===== src/hw/rtl/rshc_pkg.sv =====
// shared types, codes and constants of the remote start heater controller
`default_nettype none

package rshc_pkg;

  localparam int unsigned CfgIdxW = 8;

  localparam logic [CfgIdxW-1:0] CfgBattLowLimit   = 8'd0;
  localparam logic [CfgIdxW-1:0] CfgBattStartLimit = 8'd1;
  localparam logic [CfgIdxW-1:0] CfgTempThreshold  = 8'd2;
  localparam logic [CfgIdxW-1:0] CfgChoiceHigh     = 8'd3;
  localparam logic [CfgIdxW-1:0] CfgChoiceLow      = 8'd4;
  localparam logic [CfgIdxW-1:0] CfgStartWindow    = 8'd5;
  localparam logic [CfgIdxW-1:0] CfgVerifyWindow   = 8'd6;
  localparam logic [CfgIdxW-1:0] CfgRestartDelay   = 8'd7;

  localparam logic [7:0] TmrOff      = 8'hFF;
  localparam logic [7:0] OffDelay    = 8'h10;
  localparam logic [7:0] ChoiceSplit = 8'h7F;

  localparam logic [7:0] RstBattLowLimit   = 8'h80;
  localparam logic [7:0] RstBattStartLimit = 8'h93;
  localparam logic [7:0] RstTempThreshold  = 8'hEE;
  localparam logic [7:0] RstChoiceHigh     = 8'h84;
  localparam logic [7:0] RstChoiceLow      = 8'h7B;
  localparam logic [7:0] RstStartWindow    = 8'h04;
  localparam logic [7:0] RstVerifyWindow   = 8'h10;
  localparam logic [7:0] RstRestartDelay   = 8'h10;

  typedef enum logic [2:0] {
    ENG_OFF      = 3'd0,
    ENG_TOSTART  = 3'd1,
    ENG_STARTING = 3'd2,
    ENG_REMOTE   = 3'd3,
    ENG_KEY      = 3'd4,
    ENG_ERR      = 3'd5
  } eng_e;

  typedef enum logic [2:0] {
    HT_OFF      = 3'd0,
    HT_TOSTART  = 3'd1,
    HT_STARTING = 3'd2,
    HT_ON       = 3'd3,
    HT_ERR      = 3'd4
  } ht_e;

  typedef struct packed {
    logic [7:0] batt_low_limit;
    logic [7:0] batt_start_limit;
    logic [7:0] temp_threshold;
    logic [7:0] choice_high;
    logic [7:0] choice_low;
    logic [7:0] start_window;
    logic [7:0] verify_window;
    logic [7:0] restart_delay;
  } cfg_t;

  typedef struct packed {
    logic       req_type;
    logic       ign_on;
    logic       key_ign_on;
    logic       heater_running;
    logic       stop_line;
    logic       start_line;
    logic [7:0] battery_level;
    logic [7:0] engine_temp;
  } item_t;

  typedef struct packed {
    eng_e       eng;
    ht_e        ht;
    logic [7:0] ht_tmr;
    logic [7:0] eng_tmr;
    logic [7:0] rem_tmr;
    logic [7:0] off_tmr;
    logic [7:0] bat_hold;
    logic [7:0] choice;
    logic       relay;
    logic       auto_st;
    logic       alert_sent;
    logic       err_logged;
    logic       stop_test;
  } st_t;

  typedef struct packed {
    logic [2:0] engine_mode;
    logic [2:0] heater_mode;
    logic       heater_relay;
    logic       starter_pulse;
    logic       alert_pulse;
    logic       log_request;
  } res_t;

  function automatic logic all_idle(st_t s);
    return (s.ht == HT_OFF) && (s.eng == ENG_OFF) && (s.rem_tmr == TmrOff) &&
           (s.ht_tmr == TmrOff) && (s.eng_tmr == TmrOff);
  endfunction

endpackage

`default_nettype wire


===== src/hw/rtl/rshc_cfg.sv =====
// configuration register file
`default_nettype none

module rshc_cfg (
  input  wire logic                          clk_i,
  input  wire logic                          rst_ni,
  input  wire logic                          cfg_valid_i,
  output logic                               cfg_ready_o,
  input  wire logic [rshc_pkg::CfgIdxW-1:0]  cfg_index_i,
  input  wire logic [7:0]                    cfg_data_i,
  output rshc_pkg::cfg_t                     cfg_o
);

  rshc_pkg::cfg_t cfg_q;

  assign cfg_ready_o = 1'b1;
  assign cfg_o       = cfg_q;

  always_ff @(posedge clk_i or negedge rst_ni) begin
    if (!rst_ni) begin
      cfg_q.batt_low_limit   <= rshc_pkg::RstBattLowLimit;
      cfg_q.batt_start_limit <= rshc_pkg::RstBattStartLimit;
      cfg_q.temp_threshold   <= rshc_pkg::RstTempThreshold;
      cfg_q.choice_high      <= rshc_pkg::RstChoiceHigh;
      cfg_q.choice_low       <= rshc_pkg::RstChoiceLow;
      cfg_q.start_window     <= rshc_pkg::RstStartWindow;
      cfg_q.verify_window    <= rshc_pkg::RstVerifyWindow;
      cfg_q.restart_delay    <= rshc_pkg::RstRestartDelay;
    end else if (cfg_valid_i) begin
      unique case (cfg_index_i)
        rshc_pkg::CfgBattLowLimit:   cfg_q.batt_low_limit   <= cfg_data_i;
        rshc_pkg::CfgBattStartLimit: cfg_q.batt_start_limit <= cfg_data_i;
        rshc_pkg::CfgTempThreshold:  cfg_q.temp_threshold   <= cfg_data_i;
        rshc_pkg::CfgChoiceHigh:     cfg_q.choice_high      <= cfg_data_i;
        rshc_pkg::CfgChoiceLow:      cfg_q.choice_low       <= cfg_data_i;
        rshc_pkg::CfgStartWindow:    cfg_q.start_window     <= cfg_data_i;
        rshc_pkg::CfgVerifyWindow:   cfg_q.verify_window    <= cfg_data_i;
        rshc_pkg::CfgRestartDelay:   cfg_q.restart_delay    <= cfg_data_i;
        default: ;
      endcase
    end
  end

endmodule

`default_nettype wire


===== src/hw/rtl/rshc_step.sv =====
// next-state and result logic for one item
`default_nettype none

module rshc_step #(
  parameter int unsigned BATTERY_HOLD_TICKS = 7
) (
  input  wire rshc_pkg::cfg_t  cfg_i,
  input  wire rshc_pkg::item_t item_i,
  input  wire rshc_pkg::st_t   st_i,
  output rshc_pkg::st_t        st_o,
  output rshc_pkg::res_t       res_o
);

  localparam logic [7:0] HoldMark = 8'(255 - BATTERY_HOLD_TICKS);

  rshc_pkg::st_t s;
  logic p_start, p_alert, p_log;

  always_comb begin
    s       = st_i;
    p_start = 1'b0;
    p_alert = 1'b0;
    p_log   = 1'b0;

    if (item_i.req_type) begin
      // tick
      if (s.ht_tmr != rshc_pkg::TmrOff) begin
        s.ht_tmr = 8'(s.ht_tmr - 8'd1);
        if (s.ht_tmr == 8'd0) begin
          s.ht     = rshc_pkg::HT_ERR;
          s.ht_tmr = rshc_pkg::TmrOff;
        end
      end
      if (s.eng_tmr != rshc_pkg::TmrOff) begin
        s.eng_tmr = 8'(s.eng_tmr - 8'd1);
        if (s.eng == rshc_pkg::ENG_OFF) begin
          s.eng     = rshc_pkg::ENG_ERR;
          s.eng_tmr = rshc_pkg::TmrOff;
        end
        if (s.eng_tmr == 8'd0) begin
          if (s.eng != rshc_pkg::ENG_KEY && s.eng != rshc_pkg::ENG_REMOTE) begin
            s.eng = rshc_pkg::ENG_ERR;
          end
          s.eng_tmr = rshc_pkg::TmrOff;
        end
      end
      if (s.rem_tmr != rshc_pkg::TmrOff) begin
        s.rem_tmr = 8'(s.rem_tmr - 8'd1);
      end
      if (s.off_tmr != rshc_pkg::TmrOff) begin
        s.off_tmr = 8'(s.off_tmr - 8'd1);
      end

      if (rshc_pkg::all_idle(s)) begin
        if (item_i.battery_level > cfg_i.batt_low_limit &&
            item_i.battery_level <= cfg_i.batt_start_limit) begin
          if (s.bat_hold > HoldMark) begin
            s.bat_hold = 8'(s.bat_hold - 8'd1);
          end
        end else if (s.bat_hold != rshc_pkg::TmrOff) begin
          s.bat_hold = 8'(s.bat_hold + 8'd1);
        end
      end else begin
        s.bat_hold = rshc_pkg::TmrOff;
      end

      if (item_i.engine_temp < cfg_i.temp_threshold) begin
        if (s.choice < cfg_i.choice_high) begin
          s.choice = 8'(s.choice + 8'd1);
        end
      end else if (s.choice > cfg_i.choice_low) begin
        if (s.choice == cfg_i.choice_high && !s.alert_sent &&
            s.eng == rshc_pkg::ENG_OFF && s.ht == rshc_pkg::HT_OFF) begin
          p_alert      = 1'b1;
          s.alert_sent = 1'b1;
          p_log        = 1'b1;
        end
        s.choice = 8'(s.choice - 8'd1);
      end
    end else begin
      // pin evaluation
      if (item_i.key_ign_on && (s.ht == rshc_pkg::HT_ERR || s.eng == rshc_pkg::ENG_ERR)) begin
        s.ht  = rshc_pkg::HT_OFF;
        s.eng = rshc_pkg::ENG_OFF;
      end
      if (!(s.ht == rshc_pkg::HT_ERR || s.eng == rshc_pkg::ENG_ERR)) begin
        if (item_i.ign_on) begin
          s.rem_tmr = rshc_pkg::TmrOff;
          if (!s.auto_st) begin
            s.alert_sent = 1'b0;
          end
          if (item_i.key_ign_on) begin
            if (s.eng != rshc_pkg::ENG_KEY && s.eng != rshc_pkg::ENG_REMOTE &&
                s.off_tmr == rshc_pkg::TmrOff) begin
              s.eng_tmr = cfg_i.verify_window;
            end
            s.eng = rshc_pkg::ENG_KEY;
            if (s.eng_tmr == cfg_i.verify_window) begin
              p_log = 1'b1;
            end
            s.auto_st    = 1'b0;
            s.alert_sent = 1'b0;
          end else begin
            if (s.eng == rshc_pkg::ENG_STARTING) begin
              s.eng_tmr = cfg_i.verify_window;
            end
            s.eng = rshc_pkg::ENG_REMOTE;
            if (s.eng_tmr == cfg_i.verify_window) begin
              p_log = 1'b1;
            end
          end
        end else if (s.eng != rshc_pkg::ENG_STARTING && s.eng != rshc_pkg::ENG_TOSTART &&
                     s.eng != rshc_pkg::ENG_OFF) begin
          s.off_tmr = rshc_pkg::OffDelay;
          s.eng     = rshc_pkg::ENG_OFF;
        end

        if (item_i.heater_running) begin
          if (s.ht != rshc_pkg::HT_ON) begin
            s.ht_tmr  = rshc_pkg::TmrOff;
            s.rem_tmr = rshc_pkg::TmrOff;
            s.ht      = rshc_pkg::HT_ON;
            p_log     = 1'b1;
          end
        end else if (s.ht == rshc_pkg::HT_ON) begin
          s.rem_tmr = cfg_i.restart_delay;
          s.ht_tmr  = rshc_pkg::TmrOff;
          s.ht      = rshc_pkg::HT_OFF;
          s.relay   = 1'b0;
          p_log     = 1'b1;
        end

        if (!item_i.stop_line) begin
          if (s.eng != rshc_pkg::ENG_KEY && s.choice >= rshc_pkg::ChoiceSplit) begin
            s.stop_test = 1'b1;
          end
        end else if (s.stop_test) begin
          s.stop_test = 1'b0;
          p_alert     = 1'b1;
        end

        if (!item_i.start_line) begin
          if (rshc_pkg::all_idle(s)) begin
            s.auto_st = 1'b0;
            if (s.choice <= rshc_pkg::ChoiceSplit) begin
              s.ht     = rshc_pkg::HT_TOSTART;
              s.ht_tmr = cfg_i.start_window;
            end else begin
              s.eng     = rshc_pkg::ENG_TOSTART;
              s.eng_tmr = cfg_i.start_window;
            end
          end
        end else begin
          if (s.ht == rshc_pkg::HT_TOSTART) begin
            s.relay  = 1'b1;
            s.ht_tmr = cfg_i.start_window;
            s.ht     = rshc_pkg::HT_STARTING;
            p_log    = 1'b1;
          end
          if (s.eng == rshc_pkg::ENG_TOSTART) begin
            s.eng     = rshc_pkg::ENG_STARTING;
            s.eng_tmr = cfg_i.start_window;
            p_start   = 1'b1;
            p_log     = 1'b1;
          end
        end

        // delayed remote start after heater stop
        if (s.rem_tmr == 8'd0) begin
          s.rem_tmr = rshc_pkg::TmrOff;
          if (s.eng == rshc_pkg::ENG_OFF && s.ht == rshc_pkg::HT_OFF) begin
            s.eng     = rshc_pkg::ENG_STARTING;
            s.eng_tmr = cfg_i.start_window;
            p_start   = 1'b1;
            p_log     = 1'b1;
          end
        end

        // low battery autostart
        if (s.bat_hold == HoldMark && rshc_pkg::all_idle(s)) begin
          s.auto_st = 1'b1;
          if (s.choice <= rshc_pkg::ChoiceSplit) begin
            s.relay  = 1'b1;
            s.ht_tmr = cfg_i.start_window;
            s.ht     = rshc_pkg::HT_STARTING;
            p_log    = 1'b1;
          end else begin
            s.eng     = rshc_pkg::ENG_STARTING;
            s.eng_tmr = cfg_i.start_window;
            p_start   = 1'b1;
            p_log     = 1'b1;
          end
        end
      end
    end

    // error check
    if (s.eng == rshc_pkg::ENG_ERR || s.ht == rshc_pkg::HT_ERR) begin
      s.relay = 1'b0;
      if (!s.err_logged) begin
        p_log        = 1'b1;
        s.err_logged = 1'b1;
      end
    end else if (s.err_logged) begin
      p_log        = 1'b1;
      s.err_logged = 1'b0;
    end
  end

  assign st_o                = s;
  assign res_o.engine_mode   = 3'(s.eng);
  assign res_o.heater_mode   = 3'(s.ht);
  assign res_o.heater_relay  = s.relay;
  assign res_o.starter_pulse = p_start;
  assign res_o.alert_pulse   = p_alert;
  assign res_o.log_request   = p_log;

endmodule

`default_nettype wire


===== src/hw/rtl/remote_start_heater_controller_core.sv =====
// top level of the remote start heater controller
//
//   channel  dir  handshake              payload
//   in       in   in_valid_i/in_stall_o  req_type .. engine_temp
//   out      out  out_valid_o/out_stall_i engine_mode .. log_request
//   cfg      in   cfg_valid_i/cfg_ready_o cfg_index_i, cfg_data_i
//
// one item per cycle while the result is not stalled; an accepted item passes the input
// register, then the result register, with the single-pass state update between them
// reset clears state, timers to stopped, and configuration to defaults
// a stalled result holds; the input register still takes one more item
// state advances only when an item moves into the result register
`default_nettype none

module remote_start_heater_controller_core #(
  parameter int unsigned BATTERY_HOLD_TICKS = 7
) (
  input  wire logic                         clk_i,
  input  wire logic                         rst_ni,
  input  wire logic                         cfg_valid_i,
  output logic                              cfg_ready_o,
  input  wire logic [rshc_pkg::CfgIdxW-1:0] cfg_index_i,
  input  wire logic [7:0]                   cfg_data_i,
  input  wire logic                         in_valid_i,
  output logic                              in_stall_o,
  input  wire logic                         req_type_i,
  input  wire logic                         ign_on_i,
  input  wire logic                         key_ign_on_i,
  input  wire logic                         heater_running_i,
  input  wire logic                         stop_line_i,
  input  wire logic                         start_line_i,
  input  wire logic [7:0]                   battery_level_i,
  input  wire logic [7:0]                   engine_temp_i,
  output logic                              out_valid_o,
  input  wire logic                         out_stall_i,
  output logic [2:0]                        engine_mode_o,
  output logic [2:0]                        heater_mode_o,
  output logic                              heater_relay_o,
  output logic                              starter_pulse_o,
  output logic                              alert_pulse_o,
  output logic                              log_request_o
);

  rshc_pkg::cfg_t  cfg;
  rshc_pkg::item_t item_q;
  rshc_pkg::st_t   st_q, st_d;
  rshc_pkg::res_t  res_q, res_d;
  logic            in_vld_q, out_vld_q;
  logic            adv, in_take;

  rshc_cfg u_cfg (
    .clk_i       (clk_i),
    .rst_ni      (rst_ni),
    .cfg_valid_i (cfg_valid_i),
    .cfg_ready_o (cfg_ready_o),
    .cfg_index_i (cfg_index_i),
    .cfg_data_i  (cfg_data_i),
    .cfg_o       (cfg)
  );

  rshc_step #(
    .BATTERY_HOLD_TICKS (BATTERY_HOLD_TICKS)
  ) u_step (
    .cfg_i  (cfg),
    .item_i (item_q),
    .st_i   (st_q),
    .st_o   (st_d),
    .res_o  (res_d)
  );

  assign adv        = in_vld_q && (!out_vld_q || !out_stall_i);
  assign in_stall_o = in_vld_q && !adv;
  assign in_take    = in_valid_i && !in_stall_o;

  always_ff @(posedge clk_i or negedge rst_ni) begin
    if (!rst_ni) begin
      in_vld_q  <= 1'b0;
      out_vld_q <= 1'b0;
      st_q.eng        <= rshc_pkg::ENG_OFF;
      st_q.ht         <= rshc_pkg::HT_OFF;
      st_q.ht_tmr     <= rshc_pkg::TmrOff;
      st_q.eng_tmr    <= rshc_pkg::TmrOff;
      st_q.rem_tmr    <= rshc_pkg::TmrOff;
      st_q.off_tmr    <= rshc_pkg::TmrOff;
      st_q.bat_hold   <= rshc_pkg::TmrOff;
      st_q.choice     <= rshc_pkg::RstChoiceHigh;
      st_q.relay      <= 1'b0;
      st_q.auto_st    <= 1'b0;
      st_q.alert_sent <= 1'b0;
      st_q.err_logged <= 1'b0;
      st_q.stop_test  <= 1'b0;
    end else begin
      if (in_take) begin
        in_vld_q <= 1'b1;
      end else if (adv) begin
        in_vld_q <= 1'b0;
      end
      if (adv) begin
        out_vld_q <= 1'b1;
        st_q      <= st_d;
      end else if (!out_stall_i) begin
        out_vld_q <= 1'b0;
      end
    end
  end

  always_ff @(posedge clk_i) begin
    if (in_take) begin
      item_q.req_type       <= req_type_i;
      item_q.ign_on         <= ign_on_i;
      item_q.key_ign_on     <= key_ign_on_i;
      item_q.heater_running <= heater_running_i;
      item_q.stop_line      <= stop_line_i;
      item_q.start_line     <= start_line_i;
      item_q.battery_level  <= battery_level_i;
      item_q.engine_temp    <= engine_temp_i;
    end
    if (adv) begin
      res_q <= res_d;
    end
  end

  assign out_valid_o     = out_vld_q;
  assign engine_mode_o   = res_q.engine_mode;
  assign heater_mode_o   = res_q.heater_mode;
  assign heater_relay_o  = res_q.heater_relay;
  assign starter_pulse_o = res_q.starter_pulse;
  assign alert_pulse_o   = res_q.alert_pulse;
  assign log_request_o   = res_q.log_request;

  a_err_relay_off: assert property (@(posedge clk_i) disable iff (!rst_ni)
    out_valid_o && (engine_mode_o == 3'(rshc_pkg::ENG_ERR) ||
                    heater_mode_o == 3'(rshc_pkg::HT_ERR)) |-> !heater_relay_o)
    else $error("heater relay driven in error");

  a_pulse_starting: assert property (@(posedge clk_i) disable iff (!rst_ni)
    out_valid_o && starter_pulse_o |-> engine_mode_o == 3'(rshc_pkg::ENG_STARTING))
    else $error("starter pulse without engine starting");

  a_stall_cause: assert property (@(posedge clk_i) disable iff (!rst_ni)
    in_stall_o |-> out_valid_o && out_stall_i)
    else $error("input stalled without output back-pressure");

  a_state_hold: assert property (@(posedge clk_i) disable iff (!rst_ni)
    !adv |=> $stable(st_q))
    else $error("state changed without an item");

endmodule

`default_nettype wire


===== config.mk =====
export PLATFORM = sky130hd
export DESIGN_NAME = remote_start_heater_controller_core
export DESIGN_NICKNAME = d
export VERILOG_FILES = /design/src/hw/rtl/rshc_pkg.sv /design/src/hw/rtl/rshc_cfg.sv /design/src/hw/rtl/rshc_step.sv /design/src/hw/rtl/remote_start_heater_controller_core.sv
export SDC_FILE = /design/constraint.sdc
export NUM_CORES = 1
export LEC_CHECK = 0
export BUFFER_PORTS_ARGS = -buffer_cell sky130_fd_sc_hd__buf_2
export CAP_MARGIN = 20
export CELL_PAD_IN_SITES_DETAIL_PLACEMENT = 0
export CELL_PAD_IN_SITES_GLOBAL_PLACEMENT = 2
export CORE_ASPECT_RATIO = 1.1
export CORE_MARGIN = 8
export CORE_UTILIZATION = 36
export CTS_BUF_LIST = sky130_fd_sc_hd__clkbuf_2
export CTS_CLUSTER_SIZE = 24
export DETAILED_ROUTE_END_ITERATION = 10
export GPL_TIMING_DRIVEN = 1
export PLACE_DENSITY_LB_ADDON = 0.1
export SYNTH_ARGS = -nofsm -noshare
export SYNTH_HDL_FRONTEND = slang
export SYNTH_SLANG_ARGS = --single-unit

===== constraint.sdc =====
create_clock -name clk_i -period 3.6 [get_ports clk_i]
set_input_delay 0.72 -clock clk_i [delete_from_list [all_inputs] [get_ports clk_i]]
set_output_delay 0.72 -clock clk_i [all_outputs]
set_load 0.03 [all_outputs]

Yosys cells after proc, flatten, opt, wreduce, memory -nomap -nowiden
Index checks and enable logic that the tools add are counted.

cells by class
  shifts and indexed selects = 0
  equal/unequal tests = 55
  reductions and logical operators = 71
  multipliers = 0
  mux-type cells = 145
  order comparisons = 8
  $add $sub $neg = 8
  bitwise logic cells = 2
  div/mod/pow operators = 0

operators by type and width
  cell                                              number
  two-way mux 8 bit                                 38
  two-way mux 11 bit                                11
  two-way mux 22 bit                                5
  two-way mux 16 bit                                6
  == test 8 bit, second input constant              11
  two-way mux 38 bit                                2
  two-way mux 3 bit                                 20
  two-way mux 1 bit                                 55
  subtractor 8 x 1 -> 8 bit, second input constant  6
  != test 8 bit, second input constant              5
  == test 8 x 3 -> 1 bit, second input constant     4
  zero test 8 bit                                   4
  logical AND 1 bit                                 28
  == test 8 bit                                     3
  zero test 3 bit                                   8
  == test 3 bit, second input constant              6
  != test 3 bit, second input constant              6
  AND reduction 2 bit                               9
  adder 8 x 1 -> 8 bit, second input constant       2
  == test 8 x 2 -> 1 bit, second input constant     2
  greater-than comparator 8 bit                     2
  < comparator 8 bit                                2
  two-way mux 2 bit                                 6
  two-way mux 6 bit                                 2
  other kinds (21)                                  46

storage, ports and cells
  output and inout bits = 13
  memories kept = 0
  bits in registers = 157
  word-level logic and storage cells = 326
  memory bits (read-only) = 0
  bits in writable memories = 0
  latch bits = 0
  input port bits = 43

Longest topological paths before layout
  depth in word-level cells = 47
  depth in mapped cells = 20
  depth with buffers taken out = 20

Modules after synthesis
A second synthesis with hierarchy kept.

unflattened totals
  cell total of the unflattened synthesis = 1135
  area, all modules = 11018.1 um^2

by module, submodules not included
  module                               area each (um^2)  cells an instance  seq. area each (um^2)  times used
  rshc_step                            5185.0            824                0.0                    1
  remote_start_heater_controller_core  3311.9            164                2539.9                 1
  rshc_cfg                             2521.2            147                1629.1                 1

Worst setup path after synthesis
No wires, ideal clock.

  path type = register -> register
  start point = register u_cfg.cfg_q, in the netlist u_cfg.cfg_o[49]
  end point = register st_q[20] (netlist bit)
  arrival = 3.692 ns
  setup slack = -0.169 ns
  library setup time = 0.077 ns
  path buffers = 0
  clock period less this slack = 3.769 ns
  cell stages (with the launch flop) = 21
  data required time = 3.523 ns
  path through = dfstp_2 inv_1 ha_1 nor2b_1 o21a_1 o21a_1 o21ai_0 a31oi_1 a211o_1 inv_1 ha_1 a21o_1 a21oi_1 nor2_1 o21a_1 o21ai_0 nand2b_1 a21oi_1 xnor2_1 a21boi_0 o21a_1

on the way
  cells in the longest elaborated chain, start to end = 4
  elaborated cells on any way between the ends = 7
  classes of those cells = order compare (1); eq/ne (2); mux (2); reduce/logical (2)

ends and longest elaborated chain
  item                                                                RTL line                                    RTL
  start: declaration                                                  rshc_cfg.sv:14                              rshc_pkg::cfg_t cfg_q;
  <= comparator 8 bit *                                               rshc_step.sv:56                             item_i.battery_level <= cfg_i.batt_start_limit) begin
  logical AND 1 bit *                                                 rshc_step.sv:55                             if (item_i.battery_level > cfg_i.batt_low_limit &&
  != test 3 bit (no line) or two-way mux 8 bit (tied branches)        n/a
  AND reduction 4 bit (no line) or two-way mux 8 bit (tied branches)  n/a
  end signal: assignment                                              remote_start_heater_controller_core.sv:100  st_q <= st_d;
  end: declaration                                                    remote_start_heater_controller_core.sv:46   rshc_pkg::st_t st_q, st_d;

Every way passes the cells marked *; elsewhere a longest branch is shown, timed or not.
A chain may end at the register's enable or synchronous reset.

==> run_results.csv <==
group,metric,value,unit
outcome,status,"finished with violations",
outcome,violations,"negative setup slack",
floorplan,die_h,197,um
placement,io_buffers,54,
logic_synthesis,synth_edf_count,32,
setup_path,path_cells,"buf_4 -> buf_4 -> and3b_1 -> o22ai_4 -> nand2_2 -> a221o_1 -> buf_4 -> buf_4 -> nor4_2 -> buf_4 -> a311o_1 -> a21oi_2 -> buf_4 -> o21ai_2 -> o22ai_2 -> or3_1",
finish,drive_gt1_frac,0.280,
logic_synthesis,synth_fa_ha_area_frac,0.0735,
routing,vias,9696,
clock_tree,clk_latency,0.81,ns
placement,gp_congestion,0.885,
clock_tree,cts_tree,"done",
timing,worst_slack,-0.00915,ns
timing,rsz0062_at_grt,"yes",
floorplan,rows,66,
logic_synthesis,synth_cell_types,96,
power,sw_frac_of_total,0.443,
placement,hpwl,27400,um
grt,grt_max_degree,126,
routing,via_per_inst,5.58,
logic_synthesis,yosysWarningCount,0,
clock_tree,cts.clk_slew.worst_paths,0.33,ns
finish,finalNetCount,1456,
setup_path,r2r-start,"st_q[56]",
finish,syn_to_final_growth,19.0,%
power,power.density,578,mW/mm^2
timing,skew,0.0669,ns
power,p_clk_frac,0.146,
finish,regArea,0.00417,mm^2
placement,numPlacedInstances,1684,
finish,layout_common_cells,"117 x buf_4, 104 x nor2_1, 98 x nand2_1",
worst_hold_path,hp-start,"engine_temp_i[2]",
routing,wl,37200,um
grt,grt_pass1_wl,57800,um
job,drv_cap,0,
clock_tree,cts_max_level,4,
logic_synthesis,ys_seq_elements,157,
clock_tree,numCtsBuffers,17,
logic_synthesis,synth-simple-area-share,0.193,
floorplan,core,0.0295,mm^2
setup_path,critPathLaunchType,"register",
grt,grt_util_met2,0.364,
logic_synthesis,synthMuxAreaShare,0.0572,
timing,finalCriticalPeriod,3.61,ns
logic_synthesis,netlist_area,0.0108,mm^2
routing,wl_per_cell,21.4,um
grt,grt_pass1_vias,9740,
logic_synthesis,synth_fp_nets,1313,
grt,gr-usage-met3,0.0313,
power,p_leak,5.51,nW
power,p_int,4.12,mW
power,irDropWorstVdd,264,uV
clock_tree,clockBufferDepth,2,
logic_synthesis,synthArstFlopShare,0.796,
setup_path,critPathKind,"register to register",
setup_path,setup.worst_path.start,"st_q[56]",
floorplan,initial_core_util,0.365,
timing,tightest_slew,0.795,ns
logic_synthesis,yosys_most_used_dff,"dfstp_2",
grt,grt_busiest_layer,"met2",
setup_path,crit_fanout,4,
timing,maxSlewViolCount,0,
setup_path,slowest_delay,0.53,ns
power,p_seq_frac,0.370,
power,combPwrFrac,0.484,
timing,finalSetupViolCount,2,
worst_hold_path,hp-class,"primary input to register",
logic_synthesis,synth_top_family_by_area,"compound AO/OA/AOI/OAI gates",
grt,antenna_found_initial,1,
grt,overflow,0,
routing,ant_nets,0,
clock_tree,clkSinkCount,157,
routing,drc,0,
setup_path,cp.required,4.18,ns
floorplan,die_x,181,um
finish,fin_cells,1739,
grt,grtUsageMet1,0.267,
finish,multiInputGateArea,0.00626,mm^2
logic_synthesis,netlist_instances,1208,
floorplan,die_area,0.0357,mm^2
timing,fin_hold_ws,0.113,ns
finish,final_common_cell,"buf_4",
timing,final_hold_viol_count,0,
routing,drtPass1Iterations,6,
timing,fin_crit_sh,1.00,
setup_path,endpoint_kind,"register",
logic_synthesis,synth_xor_area_frac,0.0269,
setup_path,path_common_cell,"buf_4",
routing,drtIter0Drc,713,
finish,fill_cells,2962,
logic_synthesis,synth-compound-area-share,0.210,
setup_path,crit_slowest_cell,"dfrtp_2",
clock_tree,clockRootBuffer,"clkbuf_2",
power,p_sw,3.28,mW
timing,max_clock_freq,0.277,GHz
timing,relSlewSlack,0.470,
grt,track_usage,0.209,
setup_path,worstPathArrival,4.19,ns
logic_synthesis,syn_avg_cell_area,8.91,um^2
floorplan,ioPinCount,56,
logic_synthesis,yosysSeqAreaShare,0.388,
==> critical path, delay by kind of cell, from the launching register on <==
kind | cells | cell delay (ns)
AOI/OAI and AO/OA | 6 | 0.97
and+or+nand+nor | 4 | 0.94
DFF | 1 | 0.53
buffers and inverters | 6 | 0.94
==> metal layers <==
layer  vias up  wire length [um]
li1       4683                 -
met1      4709             17000
met3        40              1330
met2       264             18200
met5         -                 0
met4         0               665
==> metrics by stage <==
stage	cell area (um^2)	total power, mW	TNS, ns	worst slack (ns)	utilization
4_1_cts	12500	7.29	0	0.00796	0.425
3_3_place_gp	12100	6.17	0	0.0137	0.412
5_1_grt	12800	7.94	-1.02	-0.130	0.434
2_1_floorplan	10800	4.86	0	0.0168	-
6_report	12800	7.40	-0.00974	-0.00915	0.434
3_5_place_dp	12100	6.16	-0.0112	-0.0112	0.412
==> cell families (layout without fill, tap and decap cells) <==
group                      after synthesis  after routing
and+or+nand+nor                        398            398
adders and majority gates               62             62
AOI/OAI and AO/OA                      360            360
DFF                                    157            157
buffers and inverters                  142            298
other                                    1              2
muxes                                   55             55
xor gates and xnor gates                33             33
==> state kept, by name, summed over array words and instances, names as in the netlist, 3 cells and up <==
register       flops
heater_mode_o      3
u_cfg.cfg_o       64
item_q            22
engine_mode_o      3
st_q              59
==> power groups by stage <==
stage	clock network (mW)	registers [mW]	logic, mW
after global placement	0	2.76	3.41
after global routing	1.20	2.79	3.95
after CTS	1.13	2.73	3.44
final	1.08	2.74	3.58
after floorplan	0	2.56	2.29
after detailed placement	0	2.76	3.40
==> Yosys cell counts, drive strengths merged (5+ instances only) <==
| master | instances | area [um^2] |
|---|---|---|
| a211oi | 5 | 37.5 |
| a21o | 14 | 105 |
| a21oi | 95 | 475 |
| a311o | 5 | 50.1 |
| a31oi | 24 | 150 |
| and2 | 12 | 75.1 |
| and3 | 8 | 50.1 |
| buf | 14 | 67.6 |
| clkbuf | 52 | 196 |
| dfrtp | 61 | 1530 |
| dfstp | 64 | 1680 |
| edfxtp | 32 | 961 |
| ha | 60 | 751 |
| inv | 76 | 285 |
| mux2 | 49 | 552 |
| mux2i | 6 | 63.8 |
| nand2 | 99 | 374 |
| nand2b | 12 | 75.1 |
| nand3 | 41 | 205 |
| nand3b | 7 | 52.6 |
| nand4 | 15 | 93.8 |
| nor2 | 105 | 397 |
| nor2b | 12 | 75.1 |
| nor3 | 26 | 135 |
| nor3b | 8 | 65.1 |
| nor4 | 11 | 90.1 |
| o211ai | 6 | 45.0 |
| o21a | 20 | 150 |
| o21ai | 110 | 551 |
| o21bai | 6 | 45.0 |
| o221ai | 5 | 43.8 |
| o22a | 5 | 43.8 |
| o22ai | 13 | 95.1 |
| o31ai | 6 | 45.0 |
| or3 | 11 | 68.8 |
| or4 | 6 | 48.8 |
| xnor2 | 21 | 184 |
| xor2 | 12 | 105 |
==> cell type report <==
cell class / count / share of cell area
Multi-Input combinational cell: 909 / 0.489
Sequential cell: 157 / 0.326
Timing Repair Buffer: 190 / 0.107
Tap cell: 374 / 0.0365
Inverter: 76 / 0.0223
Clock inverter: 14 / 0.0118
Clock buffer: 18 / 0.00704
Antenna cell: 1 / 0.000195
==> worst paths after layout <==
path,end,slack (ns),cells past startpoint
max in group asynchronous,u_cfg.cfg_o[1],2.44,3
max reg2reg,log_request_o,-0.009,16
min,item_q[2],0.11,1
max,log_request_o,-0.009,16
min in group asynchronous,st_q[56],0.49,3
min reg2reg,u_cfg.cfg_o[39],0.53,2
==> repair_timing <==
item                       in CTS  in global routing
resized for setup               6                 41
hold buffers                   11                  4
buffers inserted                1                  6
setup endpoints to repair      11                 31
hold endpoints to repair       35                  4
pin swaps                       1                 34
(Power assumes the default switching activity.)
